### src/rtl/core/wsdf_pkg.sv
// shared types, codes and helpers for the websocket frame deframer
package wsdf_pkg;

	// result status codes
	localparam logic [2:0] ST_DATA    = 3'd0;
	localparam logic [2:0] ST_EMPTY   = 3'd1;
	localparam logic [2:0] ST_HDR_ERR = 3'd2;
	localparam logic [2:0] ST_LEN_ERR = 3'd3;
	localparam logic [2:0] ST_OP_ERR  = 3'd4;

	// length codes in the 7-bit length field
	localparam logic [6:0] LEN7_EXT16 = 7'h7E;
	localparam logic [6:0] LEN7_EXT64 = 7'h7F;

	// supported opcodes
	localparam logic [3:0] OP_TEXT   = 4'd1;
	localparam logic [3:0] OP_BINARY = 4'd2;
	localparam logic [3:0] OP_CLOSE  = 4'd8;
	localparam logic [3:0] OP_PING   = 4'd9;
	localparam logic [3:0] OP_PONG   = 4'd10;

	// one result item
	typedef struct packed {
		logic [7:0] data_byte;
		logic [3:0] frame_type;
		logic [2:0] status;
		logic       last;
	} wsdf_result_t;

	// true for the opcodes the deframer accepts
	function automatic logic opcode_ok(input logic [3:0] op);
		return (op == OP_TEXT) || (op == OP_BINARY) || (op == OP_CLOSE) ||
			(op == OP_PING) || (op == OP_PONG);
	endfunction

endpackage

### src/rtl/core/wsdf_byte_if.sv
// raw byte stream channel
interface wsdf_byte_if;
	logic       valid;
	logic       ready;
	logic [7:0] in_byte;

	modport source (output valid, output in_byte, input ready);
	modport sink (input valid, input in_byte, output ready);
endinterface

### src/rtl/core/wsdf_result_if.sv
// deframed result channel
interface wsdf_result_if;
	logic       valid;
	logic       ready;
	logic [7:0] data_byte;
	logic [3:0] frame_type;
	logic [2:0] status;
	logic       last;

	modport source (output valid, output data_byte, output frame_type, output status,
		output last, input ready);
	modport sink (input valid, input data_byte, input frame_type, input status,
		input last, output ready);
endinterface

### src/rtl/core/wsdf_parser.sv
// frame header parser, length and key capture, payload unmasking
module wsdf_parser
	import wsdf_pkg::*;
(
	input  logic         clk,
	input  logic         arst_n,
	input  logic         step,
	input  logic [7:0]   raw_byte,
	input  logic         expect_masked,
	output logic         res_valid,
	output wsdf_result_t res
);

	localparam logic [2:0] PH_HDR0 = 3'd0;
	localparam logic [2:0] PH_HDR1 = 3'd1;
	localparam logic [2:0] PH_EXT  = 3'd2;
	localparam logic [2:0] PH_KEY  = 3'd3;
	localparam logic [2:0] PH_DATA = 3'd4;

	logic [2:0]  phase_q, phase_d;
	logic [3:0]  opcode_q, opcode_d;
	logic [3:0]  ext_left_q, ext_left_d;
	logic [63:0] remaining_q, remaining_d;
	logic [31:0] key_q, key_d;
	logic [2:0]  key_left_q, key_left_d;
	logic [1:0]  mask_phase_q, mask_phase_d;
	logic        masked_q, masked_d;
	logic        error_q, error_d;

	logic        len_done;
	logic [7:0]  key_byte;
	logic [63:0] remaining_dec;

	assign remaining_dec = remaining_q - 64'd1;

	// key byte for this payload position, first received key byte first
	always_comb begin
		unique case (mask_phase_q)
			2'd0: key_byte = key_q[31:24];
			2'd1: key_byte = key_q[23:16];
			2'd2: key_byte = key_q[15:8];
			default: key_byte = key_q[7:0];
		endcase
	end

	// next state and result for one byte
	always_comb begin
		phase_d      = phase_q;
		opcode_d     = opcode_q;
		ext_left_d   = ext_left_q;
		remaining_d  = remaining_q;
		key_d        = key_q;
		key_left_d   = key_left_q;
		mask_phase_d = mask_phase_q;
		masked_d     = masked_q;
		error_d      = error_q;
		len_done     = 1'b0;
		res_valid    = 1'b0;
		res          = '0;

		if (step && !error_q) begin
			unique case (phase_q)
				PH_HDR0: begin
					opcode_d = raw_byte[3:0];
					if (!raw_byte[7] || (raw_byte[6:4] != 3'd0)) begin
						error_d   = 1'b1;
						res_valid = 1'b1;
						res.status = ST_HDR_ERR;
						res.last  = 1'b1;
					end else begin
						phase_d = PH_HDR1;
					end
				end
				PH_HDR1: begin
					masked_d = raw_byte[7];
					if (raw_byte[7] != expect_masked) begin
						error_d   = 1'b1;
						phase_d   = PH_HDR0;
						res_valid = 1'b1;
						res.status = ST_HDR_ERR;
						res.last  = 1'b1;
					end else if (raw_byte[6:0] == LEN7_EXT16) begin
						remaining_d = '0;
						ext_left_d  = 4'd2;
						phase_d     = PH_EXT;
					end else if (raw_byte[6:0] == LEN7_EXT64) begin
						remaining_d = '0;
						ext_left_d  = 4'd8;
						phase_d     = PH_EXT;
					end else begin
						remaining_d = {57'd0, raw_byte[6:0]};
						len_done    = 1'b1;
					end
				end
				PH_EXT: begin
					if ((ext_left_q == 4'd8) && raw_byte[7]) begin
						error_d   = 1'b1;
						phase_d   = PH_HDR0;
						res_valid = 1'b1;
						res.status = ST_LEN_ERR;
						res.last  = 1'b1;
					end else begin
						remaining_d = {remaining_q[55:0], raw_byte};
						ext_left_d  = ext_left_q - 4'd1;
						len_done    = (ext_left_q == 4'd1);
					end
				end
				PH_KEY: begin
					key_d      = {key_q[23:0], raw_byte};
					key_left_d = key_left_q - 3'd1;
					if (key_left_q == 3'd1) begin
						if (remaining_q == 64'd0) begin
							phase_d    = PH_HDR0;
							res_valid  = 1'b1;
							res.status = ST_EMPTY;
							res.last   = 1'b1;
						end else begin
							phase_d = PH_DATA;
						end
					end
				end
				PH_DATA: begin
					mask_phase_d  = mask_phase_q + 2'd1;
					remaining_d   = remaining_dec;
					res_valid     = 1'b1;
					res.data_byte = masked_q ? (raw_byte ^ key_byte) : raw_byte;
					res.status    = ST_DATA;
					if (remaining_dec == 64'd0) begin
						phase_d  = PH_HDR0;
						res.last = 1'b1;
					end
				end
				default: begin
					phase_d = PH_HDR0;
				end
			endcase

			// length complete: opcode check, then key, payload or empty end
			if (len_done) begin
				if (!opcode_ok(opcode_q)) begin
					error_d    = 1'b1;
					phase_d    = PH_HDR0;
					res_valid  = 1'b1;
					res.status = ST_OP_ERR;
					res.last   = 1'b1;
				end else begin
					mask_phase_d = 2'd0;
					if (masked_d) begin
						key_d      = '0;
						key_left_d = 3'd4;
						phase_d    = PH_KEY;
					end else if (remaining_d == 64'd0) begin
						phase_d    = PH_HDR0;
						res_valid  = 1'b1;
						res.status = ST_EMPTY;
						res.last   = 1'b1;
					end else begin
						phase_d = PH_DATA;
					end
				end
			end
			res.frame_type = opcode_d;
		end
	end

	// parser state
	always_ff @(posedge clk or negedge arst_n) begin
		if (!arst_n) begin
			phase_q      <= PH_HDR0;
			opcode_q     <= '0;
			ext_left_q   <= '0;
			remaining_q  <= '0;
			key_q        <= '0;
			key_left_q   <= '0;
			mask_phase_q <= '0;
			masked_q     <= 1'b0;
			error_q      <= 1'b0;
		end else begin
			phase_q      <= phase_d;
			opcode_q     <= opcode_d;
			ext_left_q   <= ext_left_d;
			remaining_q  <= remaining_d;
			key_q        <= key_d;
			key_left_q   <= key_left_d;
			mask_phase_q <= mask_phase_d;
			masked_q     <= masked_d;
			error_q      <= error_d;
		end
	end

endmodule

### src/rtl/core/websocket_frame_deframer.sv
// top level of the websocket frame deframer
//
//   port           dir   contents
//   frame_in       sink  in_byte, one raw stream byte per transfer
//   frame_out      src   data_byte, frame_type, status, last
//   cfg_wr_en/data in    expect_masked register write
//
// One byte per cycle sustained while the output is not stalled; a byte is held in
// the input register and is parsed into the result register, from which its result
// is offered. The 64-bit length counter decrement and compare is the longest path.
// Reset clears all parser state and sets expect_masked. A stalled output holds the
// result register and then the input register; a byte waits on a held result
// register even when it gives no result.
module websocket_frame_deframer
	import wsdf_pkg::*;
(
	input  logic   clk,
	input  logic   arst_n,
	wsdf_byte_if.sink     frame_in,
	wsdf_result_if.source frame_out,
	input  logic   cfg_wr_en,
	input  logic   cfg_wr_data
);

	logic         expect_masked_q;
	logic [7:0]   byte_s1;
	logic         valid_s1;
	logic         advance;
	logic         res_valid;
	wsdf_result_t res;
	wsdf_result_t out_q;
	logic         out_valid_q;

	// byte in the input register moves on when the result slot is free
	assign advance        = valid_s1 && (!out_valid_q || frame_out.ready);
	assign frame_in.ready = !valid_s1 || advance;

	// configuration register
	always_ff @(posedge clk or negedge arst_n) begin
		if (!arst_n) begin
			expect_masked_q <= 1'b1;
		end else if (cfg_wr_en) begin
			expect_masked_q <= cfg_wr_data;
		end
	end

	// input register
	always_ff @(posedge clk or negedge arst_n) begin
		if (!arst_n) begin
			valid_s1 <= 1'b0;
		end else if (frame_in.ready) begin
			valid_s1 <= frame_in.valid;
		end
	end

	always_ff @(posedge clk) begin
		if (frame_in.valid && frame_in.ready) begin
			byte_s1 <= frame_in.in_byte;
		end
	end

	wsdf_parser u_parser (
		.clk           (clk),
		.arst_n        (arst_n),
		.step          (advance),
		.raw_byte      (byte_s1),
		.expect_masked (expect_masked_q),
		.res_valid     (res_valid),
		.res           (res)
	);

	// result register
	always_ff @(posedge clk or negedge arst_n) begin
		if (!arst_n) begin
			out_valid_q <= 1'b0;
		end else if (advance && res_valid) begin
			out_valid_q <= 1'b1;
		end else if (frame_out.ready) begin
			out_valid_q <= 1'b0;
		end
	end

	always_ff @(posedge clk) begin
		if (advance && res_valid) begin
			out_q <= res;
		end
	end

	assign frame_out.valid      = out_valid_q;
	assign frame_out.data_byte  = out_q.data_byte;
	assign frame_out.frame_type = out_q.frame_type;
	assign frame_out.status     = out_q.status;
	assign frame_out.last       = out_q.last;

endmodule

### src/flat_wrapper.sv
// flat-port wrapper written by rule: the top's interface ports become plain ports
module websocket_frame_deframer_flat import wsdf_pkg::*;
  (clk, arst_n, cfg_wr_en, cfg_wr_data, frame_in_valid, frame_in_in_byte, frame_in_ready, frame_out_valid, frame_out_data_byte, frame_out_frame_type, frame_out_status, frame_out_last, frame_out_ready);
  wsdf_byte_if frame_in_i ();
  wsdf_result_if frame_out_i ();
  input  logic clk;
  input  logic arst_n;
  input  logic cfg_wr_en;
  input  logic cfg_wr_data;
  input wire logic [$bits(frame_in_i.valid)-1:0] frame_in_valid;
  input wire logic [$bits(frame_in_i.in_byte)-1:0] frame_in_in_byte;
  output wire logic [$bits(frame_in_i.ready)-1:0] frame_in_ready;
  output wire logic [$bits(frame_out_i.valid)-1:0] frame_out_valid;
  output wire logic [$bits(frame_out_i.data_byte)-1:0] frame_out_data_byte;
  output wire logic [$bits(frame_out_i.frame_type)-1:0] frame_out_frame_type;
  output wire logic [$bits(frame_out_i.status)-1:0] frame_out_status;
  output wire logic [$bits(frame_out_i.last)-1:0] frame_out_last;
  input wire logic [$bits(frame_out_i.ready)-1:0] frame_out_ready;
  assign frame_in_i.valid = frame_in_valid;
  assign frame_in_i.in_byte = frame_in_in_byte;
  assign frame_in_ready = frame_in_i.ready;
  assign frame_out_valid = frame_out_i.valid;
  assign frame_out_data_byte = frame_out_i.data_byte;
  assign frame_out_frame_type = frame_out_i.frame_type;
  assign frame_out_status = frame_out_i.status;
  assign frame_out_last = frame_out_i.last;
  assign frame_out_i.ready = frame_out_ready;
  websocket_frame_deframer u_core (.clk(clk), .arst_n(arst_n), .frame_in(frame_in_i), .frame_out(frame_out_i), .cfg_wr_en(cfg_wr_en), .cfg_wr_data(cfg_wr_data));
endmodule
### config.mk
export PLATFORM = sky130hd
export DESIGN_NAME = websocket_frame_deframer_flat
export DESIGN_NICKNAME = d
export VERILOG_FILES = /design/src/rtl/core/wsdf_pkg.sv /design/src/rtl/core/wsdf_byte_if.sv /design/src/rtl/core/wsdf_result_if.sv /design/src/rtl/core/wsdf_parser.sv /design/src/rtl/core/websocket_frame_deframer.sv /design/src/flat_wrapper.sv
export SDC_FILE = /design/constraint.sdc
export NUM_CORES = 1
export LEC_CHECK = 0
export BUFFER_PORTS_ARGS = -buffer_cell sky130_fd_sc_hd__buf_4
export CAP_MARGIN = 20
export CORE_MARGIN = 2
export CORE_UTILIZATION = 45
export CTS_BUF_LIST = sky130_fd_sc_hd__clkbuf_16
export DETAILED_ROUTE_END_ITERATION = 7
export PLACE_DENSITY_LB_ADDON = 0.25
export SETUP_SLACK_MARGIN = 0.15
export SYNTH_ARGS = -nofsm -noshare
export SYNTH_HDL_FRONTEND = slang
export SYNTH_SLANG_ARGS = --single-unit
### constraint.sdc
create_clock -name clk -period 8.16 [get_ports clk]
set_clock_uncertainty 0.2 [all_clocks]
set_input_delay 2.448 -clock clk [delete_from_list [all_inputs] [get_ports clk]]
set_output_delay 2.448 -clock clk [all_outputs]
set_load 0.01 [all_outputs]
* After elaboration in Yosys (flattened, before gate mapping) *
Index checks and enable logic that the tools add are counted.

storage, ports and cells
  register bits after elaboration = 141
  word-level logic and storage cells = 150
  bits of input ports = 14
  output and inout port bits = 18

cells by class
  equality and inequality tests = 25
  $add $sub $neg = 4
  reduce and logical (&&, ||, !) cells = 27
  bitwise logic cells = 1
  muxes and demuxes = 76

operators with widths
  cell                   number
  $logic_not 64->1       3
  $mux 64                3
  $pmux 64 s3            1
  $mux 32                4
  $sub 64x1->64 const B  1
  $mux 3                 19
  $mux 4                 9
  $pmux 3 s5             2
  $mux 1                 25
  $pmux 8 s3             1
  $eq 4x4->1 const B     4
  $ne 3x3->1 const B     5
  $eq 7x7->1 const B     2
  $mux 7                 2
  $mux 2                 5
  $eq 4x1->1 const B     2
  $mux 8                 1
  $pmux 4 s2             1
  $xor 8x8->8            1
  $logic_or 1x1->1       7
  $eq 3x1->1 const B     2
  $eq 3x2->1 const B     2
  $reduce_and 6->1       1
  $logic_and 1x1->1      5
  20 further kinds       25

* Longest topological paths before layout *
Gate-level depths: netlist of the first run.

  depth in word-level cells = 14
  gate-level depth with buffers = 15
  depth with buffers taken out = 12

* Cells and area by module *
A second synthesis of the first run with hierarchy kept.

unflattened totals
  cell total of the unflattened synthesis = 1,177
  area total of the unflattened synthesis = 9,810.7 um2

by module, submodules not included
  module                    cells each  area an instance (um2)  times used  seq. area each (um2)
  wsdf_parser               1,141       8,941.1                 1           2,852.7
  websocket_frame_deframer  36          869.6                   1           797.0

* Least setup slack after synthesis of the first run *
Ideal clock, no wire load.

  path kind = input -> output
  from = in frame_out_ready
  to = out frame_in_ready
  data required time = 5.512 ns
  setup slack = 2.822 ns
  buffers on the path = 0
  cell stages on the path = 2
  data arrival time = 2.690 ns
  cells stage by stage = nor2b_1 > nand2_1

on the way
  word-level cells in the longest chain between the ends = 3

ends and longest elaborated chain
  what               RTL line                        RTL
  start, declared    flat_wrapper.sv:18              input wire logic [$bits(frame_out_i.ready)-1:0] frame_out_ready;
  $logic_or 1x1->1   websocket_frame_deframer.sv:35  assign advance = valid_s1 && (!out_valid_q || frame_out.ready);
  $logic_and 1x1->1  websocket_frame_deframer.sv:35
  $logic_or 1x1->1   websocket_frame_deframer.sv:36  assign frame_in.ready = !valid_s1 || advance;
  end, declared      flat_wrapper.sv:12              output wire logic [$bits(frame_in_i.ready)-1:0] frame_in_ready;

No other way between the ends.

* Final worst setup path of the first run *
  from = reg u_core.u_parser.remaining_q[10]
  to = reg u_core.out_q (netlist bit u_core.frame_out.status[1]), enable pin

on the way
  word-level cells in the longest chain between the ends = 10
  elaborated cells on any way between the ends = 16
  those cells by class = add/sub (1); mux (12); reduce/logical (3)

ends and longest elaborated chain
  what                                            RTL line                               RTL
  start, declared                                 wsdf_parser.sv:23                      logic [63:0] remaining_q, remaining_d;
  start signal, assigned                          wsdf_parser.sv:182                     remaining_q <= remaining_d;
  $sub 64x1->64, or another cell as far along     wsdf_parser.sv:34                      assign remaining_dec = remaining_q - 64'd1;
  $pmux 64 s3 or $mux 1 (tied branches)           wsdf_parser.sv:62, wsdf_parser.sv:112
  $mux 64 or $mux 1 (tied branches)               wsdf_parser.sv:61, wsdf_parser.sv:111
  $logic_not 64->1 or $pmux 1 s5 (tied branches)  wsdf_parser.sv:152, wsdf_parser.sv:62
  $mux 1                                          wsdf_parser.sv:152                     end else if (remaining_d == 64'd0) begin
  $mux 1                                          wsdf_parser.sv:148                     if (masked_d) begin
  $mux 1                                          wsdf_parser.sv:140                     if (!opcode_ok(opcode_q)) begin
  $mux 1 *                                        wsdf_parser.sv:139                     if (len_done) begin
  $mux 1 *                                        wsdf_parser.sv:61                      if (step && !error_q) begin
  $logic_and 1x1->1 *                             websocket_frame_deframer.sv:84         if (advance && res_valid) begin
  end signal, assigned                            websocket_frame_deframer.sv:85         out_q <= res;
  end, declared                                   websocket_frame_deframer.sv:31         wsdf_result_t out_q;

Every way passes the cells marked *; elsewhere a longest branch is shown, timed or not. The select of a mux whose other input is x is not followed.
A chain may end at the register's enable or synchronous reset.

==> results.yml, run 1 <==
synth:
  yosys_warnings: 0
  synth_common_cells: "218 x nand2_1, 116 x dfrtp_1, 100 x clkbuf_1, 89 x o21ai_0, 81 x nor2_1"
  yosysMostFrequentCell: "nand2_1"
  synth_flop_cell: "dfrtp_1"
  synth_area_sq_um: 9580
  synth_top_cell_area_share_pct: 30.3
  synth-seq-cells: 141
  synth.area.top_cells: "dfrtp_1 30%, nand2_1 8.5%, edfxtp_1 7.5%"
  synthesis.nets: 1218
  yosysTopAreaCell: "dfrtp_1"
  async_flop_share_pct: 83.0
  syn_avg_cell_area_sq_um: 8.03
  synth_cells: 1193
  synth_cell_type_count: 78
  yosysSeqAreaShare_pct: 38.1
  synth_edf_count: 24
clocking:
  cts_buffer_depth: 2
  cts-buffers-inserted: 17
  ctsHoldBuffers: 0
  clock_latency_ns: 0.44
  cts_root_buffer: "clkbuf_16"
  htreeDepth: 4
  clk_pin_slew_ns: 0.08
  cts_tree: "done"
  cts_setup_buffers: 0
  cts.sinks: 141
  cts_resized: 0
sta:
  rsz0062_at_grt: "no"
  hold_violations: 0
  worst_pin_slew_ns: 1.13
  slew_violations: 0
  finalCriticalPeriod_ns: 6.44
  setup_tns_ns: 0
  setup_viol: 0
  fin_crit_sh_pct: 79.0
  fmax_ghz: 0.155
  slew_headroom_pct: 24.1
routing:
  routedWlPerCell_microns: 24.1
  drt-initial-drc-count: 1127
  num_vias: 9609
  drc_errors: 0
  vias_per_cell: 6.72
  dr.pass1.iters: 7
  antenna_left: 0
  finalWirelength_microns: 34500
die:
  die_w_microns: 150
  fp.coreArea_sq_um: 21000
  ios: 32
  initial_utilization_pct: 45.7
  die_area_sq_um: 22500
  row_count: 53
  die_h_microns: 150
finish:
  nets: 1167
  fill_cells: 2024
  syn_to_final_growth_pct: 9.17
  drive_gt1_share_pct: 10.3
  multi_input_area_sq_um: 5450
  diodes: 0
  seqCellArea_sq_um: 3650
  instances_no_fill: 1430
grt:
  grt_pass1_wl_microns: 53300
  grt_pass1_vias: 8779
  grt_max_degree: 89
  grt.overflow.total: 0
  antenna_found_initial: 0
  grt_use_total_pct: 31.2
power_and_ir_drop:
  internal_power_mw: 1.95
  p_comb_share_pct: 52.4
  switching_share_pct: 52.7
  p_leak_nw: 4.12
  seqPwrFrac_pct: 28.0
  switching_power_mw: 2.17
  clkPwrFrac_pct: 19.6
  powerDensity_nw_per_um2: 394
  peakVddDrop_v: 0.000196
setup_path:
  cp-end-kind: "register"
  path_max_fanout: 12
  cp.arrival_ns: 6.39
  path_class: "reg -> reg"
  ff2ff_path_depth: 11
  cp-start-kind: "register"
  required_ns: 8.11
placement:
  dp_hpwl_microns: 23800
  dp.cells: 1398
  gp_congestion: 1.01
  io_buffers: 31
hold_path:
  hold_class: "reg -> reg"
  hold_depth: 2
status:
  outcome: "finished clean"
flow_run:
  maxCapViolations: 0
routing by layer:
metal	vias to the layer above	GRT usage [%]	share of wire [%]	wire length, microns
li1	4283	-	-	-
met1	4613	43.6	41	14200
met2	588	46.8	45	15500
met3	125	6.07	9.6	3330
met4	0	13.7	4.3	1470
met5	-	0	0	0
sequential cells by signal, indices dropped and copies added, names as in the netlist:
name                          count
u_core.u_parser.key_left_q        3
u_core.u_parser.key_q            32
u_core.valid_s1                   1
u_core.frame_out.last             1
u_core.u_parser.error_q           1
u_core.u_parser.phase_q           3
u_core.frame_out.frame_type       4
u_core.u_parser.opcode_q          4
u_core.u_parser.remaining_q      64
u_core.frame_out.status           3
u_core.byte_s1                    8
u_core.u_parser.ext_left_q        4
u_core.u_parser.masked_q          1
u_core.frame_out.data_byte        8
u_core.u_parser.mask_phase_q      2
u_core.frame_out.valid            1
u_core.expect_masked_q            1
worst paths after layout:
kind	from	end	slack [ns]
worst max register to register	u_core.u_parser.remaining_q[10]	u_core.frame_out.status[1]	1.72
worst min-delay path	u_core.u_parser.key_left_q[1]	u_core.u_parser.key_left_q[1]	0.31
worst max-delay path	u_core.u_parser.remaining_q[10]	u_core.frame_out.status[1]	1.72
min in group asynchronous	arst_n	u_core.u_parser.remaining_q[23]	1.88
worst min register to register	u_core.u_parser.key_left_q[1]	u_core.u_parser.key_left_q[1]	0.31
max in group asynchronous	arst_n	u_core.u_parser.key_q[30]	4.55
cell type report:
| class | count | area share, % |
|---|---|---|
| Sequential cell | 141 | 34.9 |
| Inverter | 14 | 0.503 |
| Clock inverter | 15 | 1.78 |
| Multi-Input combinational cell | 922 | 52.1 |
| Clock buffer | 17 | 4.07 |
| Tap cell | 275 | 3.29 |
| Timing Repair Buffer | 46 | 3.34 |
power by group through the flow:
| stage | logic, mW | registers [mW] | clock network, mW |
|---|---|---|---|
| after floorplan | 1.56 | 0.943 | 0 |
| after global placement | 2.07 | 1.14 | 0 |
| after detailed placement | 2.06 | 1.15 | 0 |
| after CTS | 2.07 | 1.13 | 0.816 |
| after global routing | 2.29 | 1.17 | 0.847 |
| final | 2.16 | 1.15 | 0.807 |
worst max-delay path, cell delays in order (launching register included):
cell       delay [ns]
dfrtp_1          0.47
nor4_1           0.99
nand3_1          0.74
nor2_1           0.98
xnor2_1          0.23
a31oi_1          0.11
or4_1            0.48
or4_4            0.57
nor4_2           0.40
a2111oi_1        0.17
nor2_1           0.58
buf_6            0.23
metrics by stage:
| step | hold WS (ns) | total power [mW] | util, % | instance area (sq um) | setup slack (ns) |
|---|---|---|---|---|---|
| finish | 0.313 | 4.12 | 49.9 | 10500 | 1.72 |
| global route | 0.343 | 4.31 | 49.9 | 10500 | 1.39 |
| CTS | 0.320 | 4.02 | 49.9 | 10500 | 2.04 |
| detailed placement | 0.305 | 3.21 | 47.0 | 9840 | 2.06 |
| global placement | 0.297 | 3.22 | 46.9 | 9830 | 2.05 |
| floorplan | 0.254 | 2.50 | - | 9580 | 2.82 |
cells in the final DEF (no fill, tap or decap), types with 10 or more instances in the layout:
master     Yosys  routed
nand3_1       27      27
a31oi_1       13      13
edfxtp_1      24      24
nor4_1        38      38
nor2_1        81      78
a21oi_1       79      79
inv_1         14      14
xnor2_1       26      26
or3_1         12      12
o211ai_1      13      13
o31ai_1       10      10
nand2_1      218     218
or4_1         16      16
a222oi_1      10      10
nor3_1        42      42
ha_1          11      11
o21ai_0       89      89
and3_1        12      12
nand4_1       21      21
mux2_2        12      12
xor2_1        21      21
clkbuf_16      0      17
dfrtp_1      116     116
buf_4          0      45
logic make-up (layout without fill, tap and decap cells):
logic type	count (synthesis)	count (layout)	share of synthesized area, %
and+or+nand+nor	532	532	27.4
AOI/OAI and AO/OA	314	314	21.4
DFF	141	141	38.1
buffers and inverters	130	92	5.31
xor gates and xnor gates	47	47	4.30
muxes	18	18	2.04
adders and majority gates	11	11	1.44
Power figures use the tool's default switching activity.
==> run 2: changes to the inputs <==
- clock period: 8.16 -> 6.7 ns (I/O delays scaled with it)
==> run 2 against run 1 <==
Net effect: cell area is 0.74% higher; die area stayed put; register-to-register slack worse by 0.77 ns; first-iteration DRC count up 27%; flip-flop and latch count stayed put; non-clock buffer count up 10; worst hold slack improved by 0.015 ns; critical endpoint is now u_core.frame_out.data_byte[7]; largest cell class unchanged.
==> results.yml, run 2 (synthesized netlist as in run 1, its figures left out) <==
finish:
  final_cell_mix: "218 x nand2_1, 116 x dfrtp_1, 89 x o21ai_0"
  fill_cells: 2069
  seqCellArea_sq_um: 3650
  multi_input_area_sq_um: 5450
  top_regs: "u_core.u_parser.remaining_q (64), u_core.u_parser.key_q (32)"
  diodes: 0
  drive_gt1_share_pct: 11.1
  syn_to_final_growth_pct: 9.98
  post-route-util_pct: 50.3
  fin_area_sq_um: 10500
  largest_reg_flops: 64
  mostFrequentLayoutCell: "nand2_1"
  regMostFlops: "u_core.u_parser.remaining_q"
  nets: 1177
flow_run:
  maxCapViolations: 0
hold_path:
  min_from: "u_core.u_parser.key_left_q[1]"
  hold_depth: 2
  min_to: "u_core.u_parser.key_left_q[1]"
  hold_class: "reg -> reg"
power_and_ir_drop:
  peakVddDrop_v: 0.000270
  powerDensity_nw_per_um2: 480
  p_leak_nw: 4.16
sta:
  rsz0062_at_grt: "no"
  worst_slack_ns: 0.946
  setup_viol: 0
  whs_ns: 0.328
  finalCriticalPeriod_ns: 5.75
  fmax_ghz: 0.174
  setup_tns_ns: 0
  worst_pin_slew_ns: 1.16
  slew_headroom_pct: 22.1
  hold_violations: 0
  fin_crit_sh_pct: 85.9
  slew_violations: 0
setup_path:
  r2r-end: "u_core.frame_out.data_byte[7]"
  r2r_start: "u_core.u_parser.remaining_q[0]"
  path_max_fanout: 16
  ff2ff_path_depth: 13
  path_class: "reg -> reg"
  r2r_slack_ns: 0.95
  cp-start-kind: "register"
  cp.arrival_ns: 5.68
  cp-end-kind: "register"
  required_ns: 6.62
die:
  fp.coreArea_sq_um: 21000
  row_count: 53
  die_area_sq_um: 22500
  die_w_microns: 150
  initial_utilization_pct: 45.7
  die_h_microns: 150
  ios: 32
routing:
  dr.pass1.iters: 6
  routedWlPerCell_microns: 24.6
  finalWirelength_microns: 35400
  antenna_left: 0
  vias_per_cell: 6.67
  num_vias: 9600
  drt-initial-drc-count: 1427
  drc_errors: 0
clocking:
  cts_setup_buffers: 0
  htreeDepth: 4
  cts_resized: 0
  cts_buffer_depth: 2
  ctsHoldBuffers: 0
  cts.sinks: 141
  cts_root_buffer: "clkbuf_16"
  cts_tree: "done"
  clk_pin_slew_ns: 0.07
  clock_latency_ns: 0.43
  cts-buffers-inserted: 17
status:
  outcome: "finished clean"
grt:
  grt_pass1_vias: 9248
  antenna_found_initial: 0
  grt_use_total_pct: 32.1
  grt_pass1_wl_microns: 55100
  grt.overflow.total: 0
  grt_max_degree: 89
placement:
  dp_hpwl_microns: 24700
  io_buffers: 31
  dp_slack_ns: 1.10
  gp_congestion: 1.02
  place_area_sq_um: 9910
[run 2: changes by cell type in the layout (fill, tap and decap cells not counted), sizes merged]
| cell | delta |
|---|---|
| buf | +10 |
| inv | -2 |
| clkinv | +1 |
| clkinvlp | +1 |
[run 2: how the worst max path moves through the flow]
stage	start	endpoint	slack, ns
2_1_floorplan	u_core.u_parser.remaining_q[0]	u_core.frame_out.data_byte[0]	1.44
3_3_place_gp	u_core.u_parser.remaining_q[7]	u_core.frame_out.data_byte[1]	1.29
3_5_place_dp	u_core.u_parser.remaining_q[7]	u_core.frame_out.data_byte[6]	1.10
4_1_cts	u_core.u_parser.remaining_q[7]	u_core.frame_out.frame_type[2]	1.09
5_1_grt	u_core.u_parser.remaining_q[0]	u_core.frame_out.frame_type[2]	0.56
6_report	u_core.u_parser.remaining_q[0]	u_core.frame_out.data_byte[7]	0.95
[run 2: layer usage]
metal	track usage, %	wire length, microns
met5	0	0
met4	14.2	1670
met3	6.43	3090
met2	49.4	16000
met1	43.6	14600
[run 2: worst max-delay path, stage by stage (launching register included)]
cell and delay (ns):
dfrtp_1 0.50, inv_1 0.15, ha_1 0.25, or3b_2 0.56
nor3_1 0.59, nand2_1 0.39, nor4_1 0.83, o21ai_0 0.16
a2111oi_0 0.76, nand4_1 0.19, nor4_2 0.29, a2111oi_1 0.16
nor2_1 0.16, buf_4 0.24
[run 2: power by group]
group          internal, mW  switching, mW  total (mW)
sequential             1.04          0.389        1.43
combinational         0.854           1.79        2.64
clock                 0.508          0.474       0.982
total                  2.40           2.65        5.05
[run 2: cell type report]
class	instances	share of cell area, %
clock buffer	17	4.04
clock inverter	15	1.83
inverter	14	0.499
multi-input combinational	922	51.7
sequential	141	34.7
tap	275	3.27
timing repair buffer	56	3.99
[run 2: stage by stage]
stage          cells  power, mW
3_5_place_dp    1408       3.95
4_1_cts         1440       4.94
2_1_floorplan   1193       3.04
6_report        1440       5.05
3_3_place_gp    1408       3.98
5_1_grt         1440       5.28
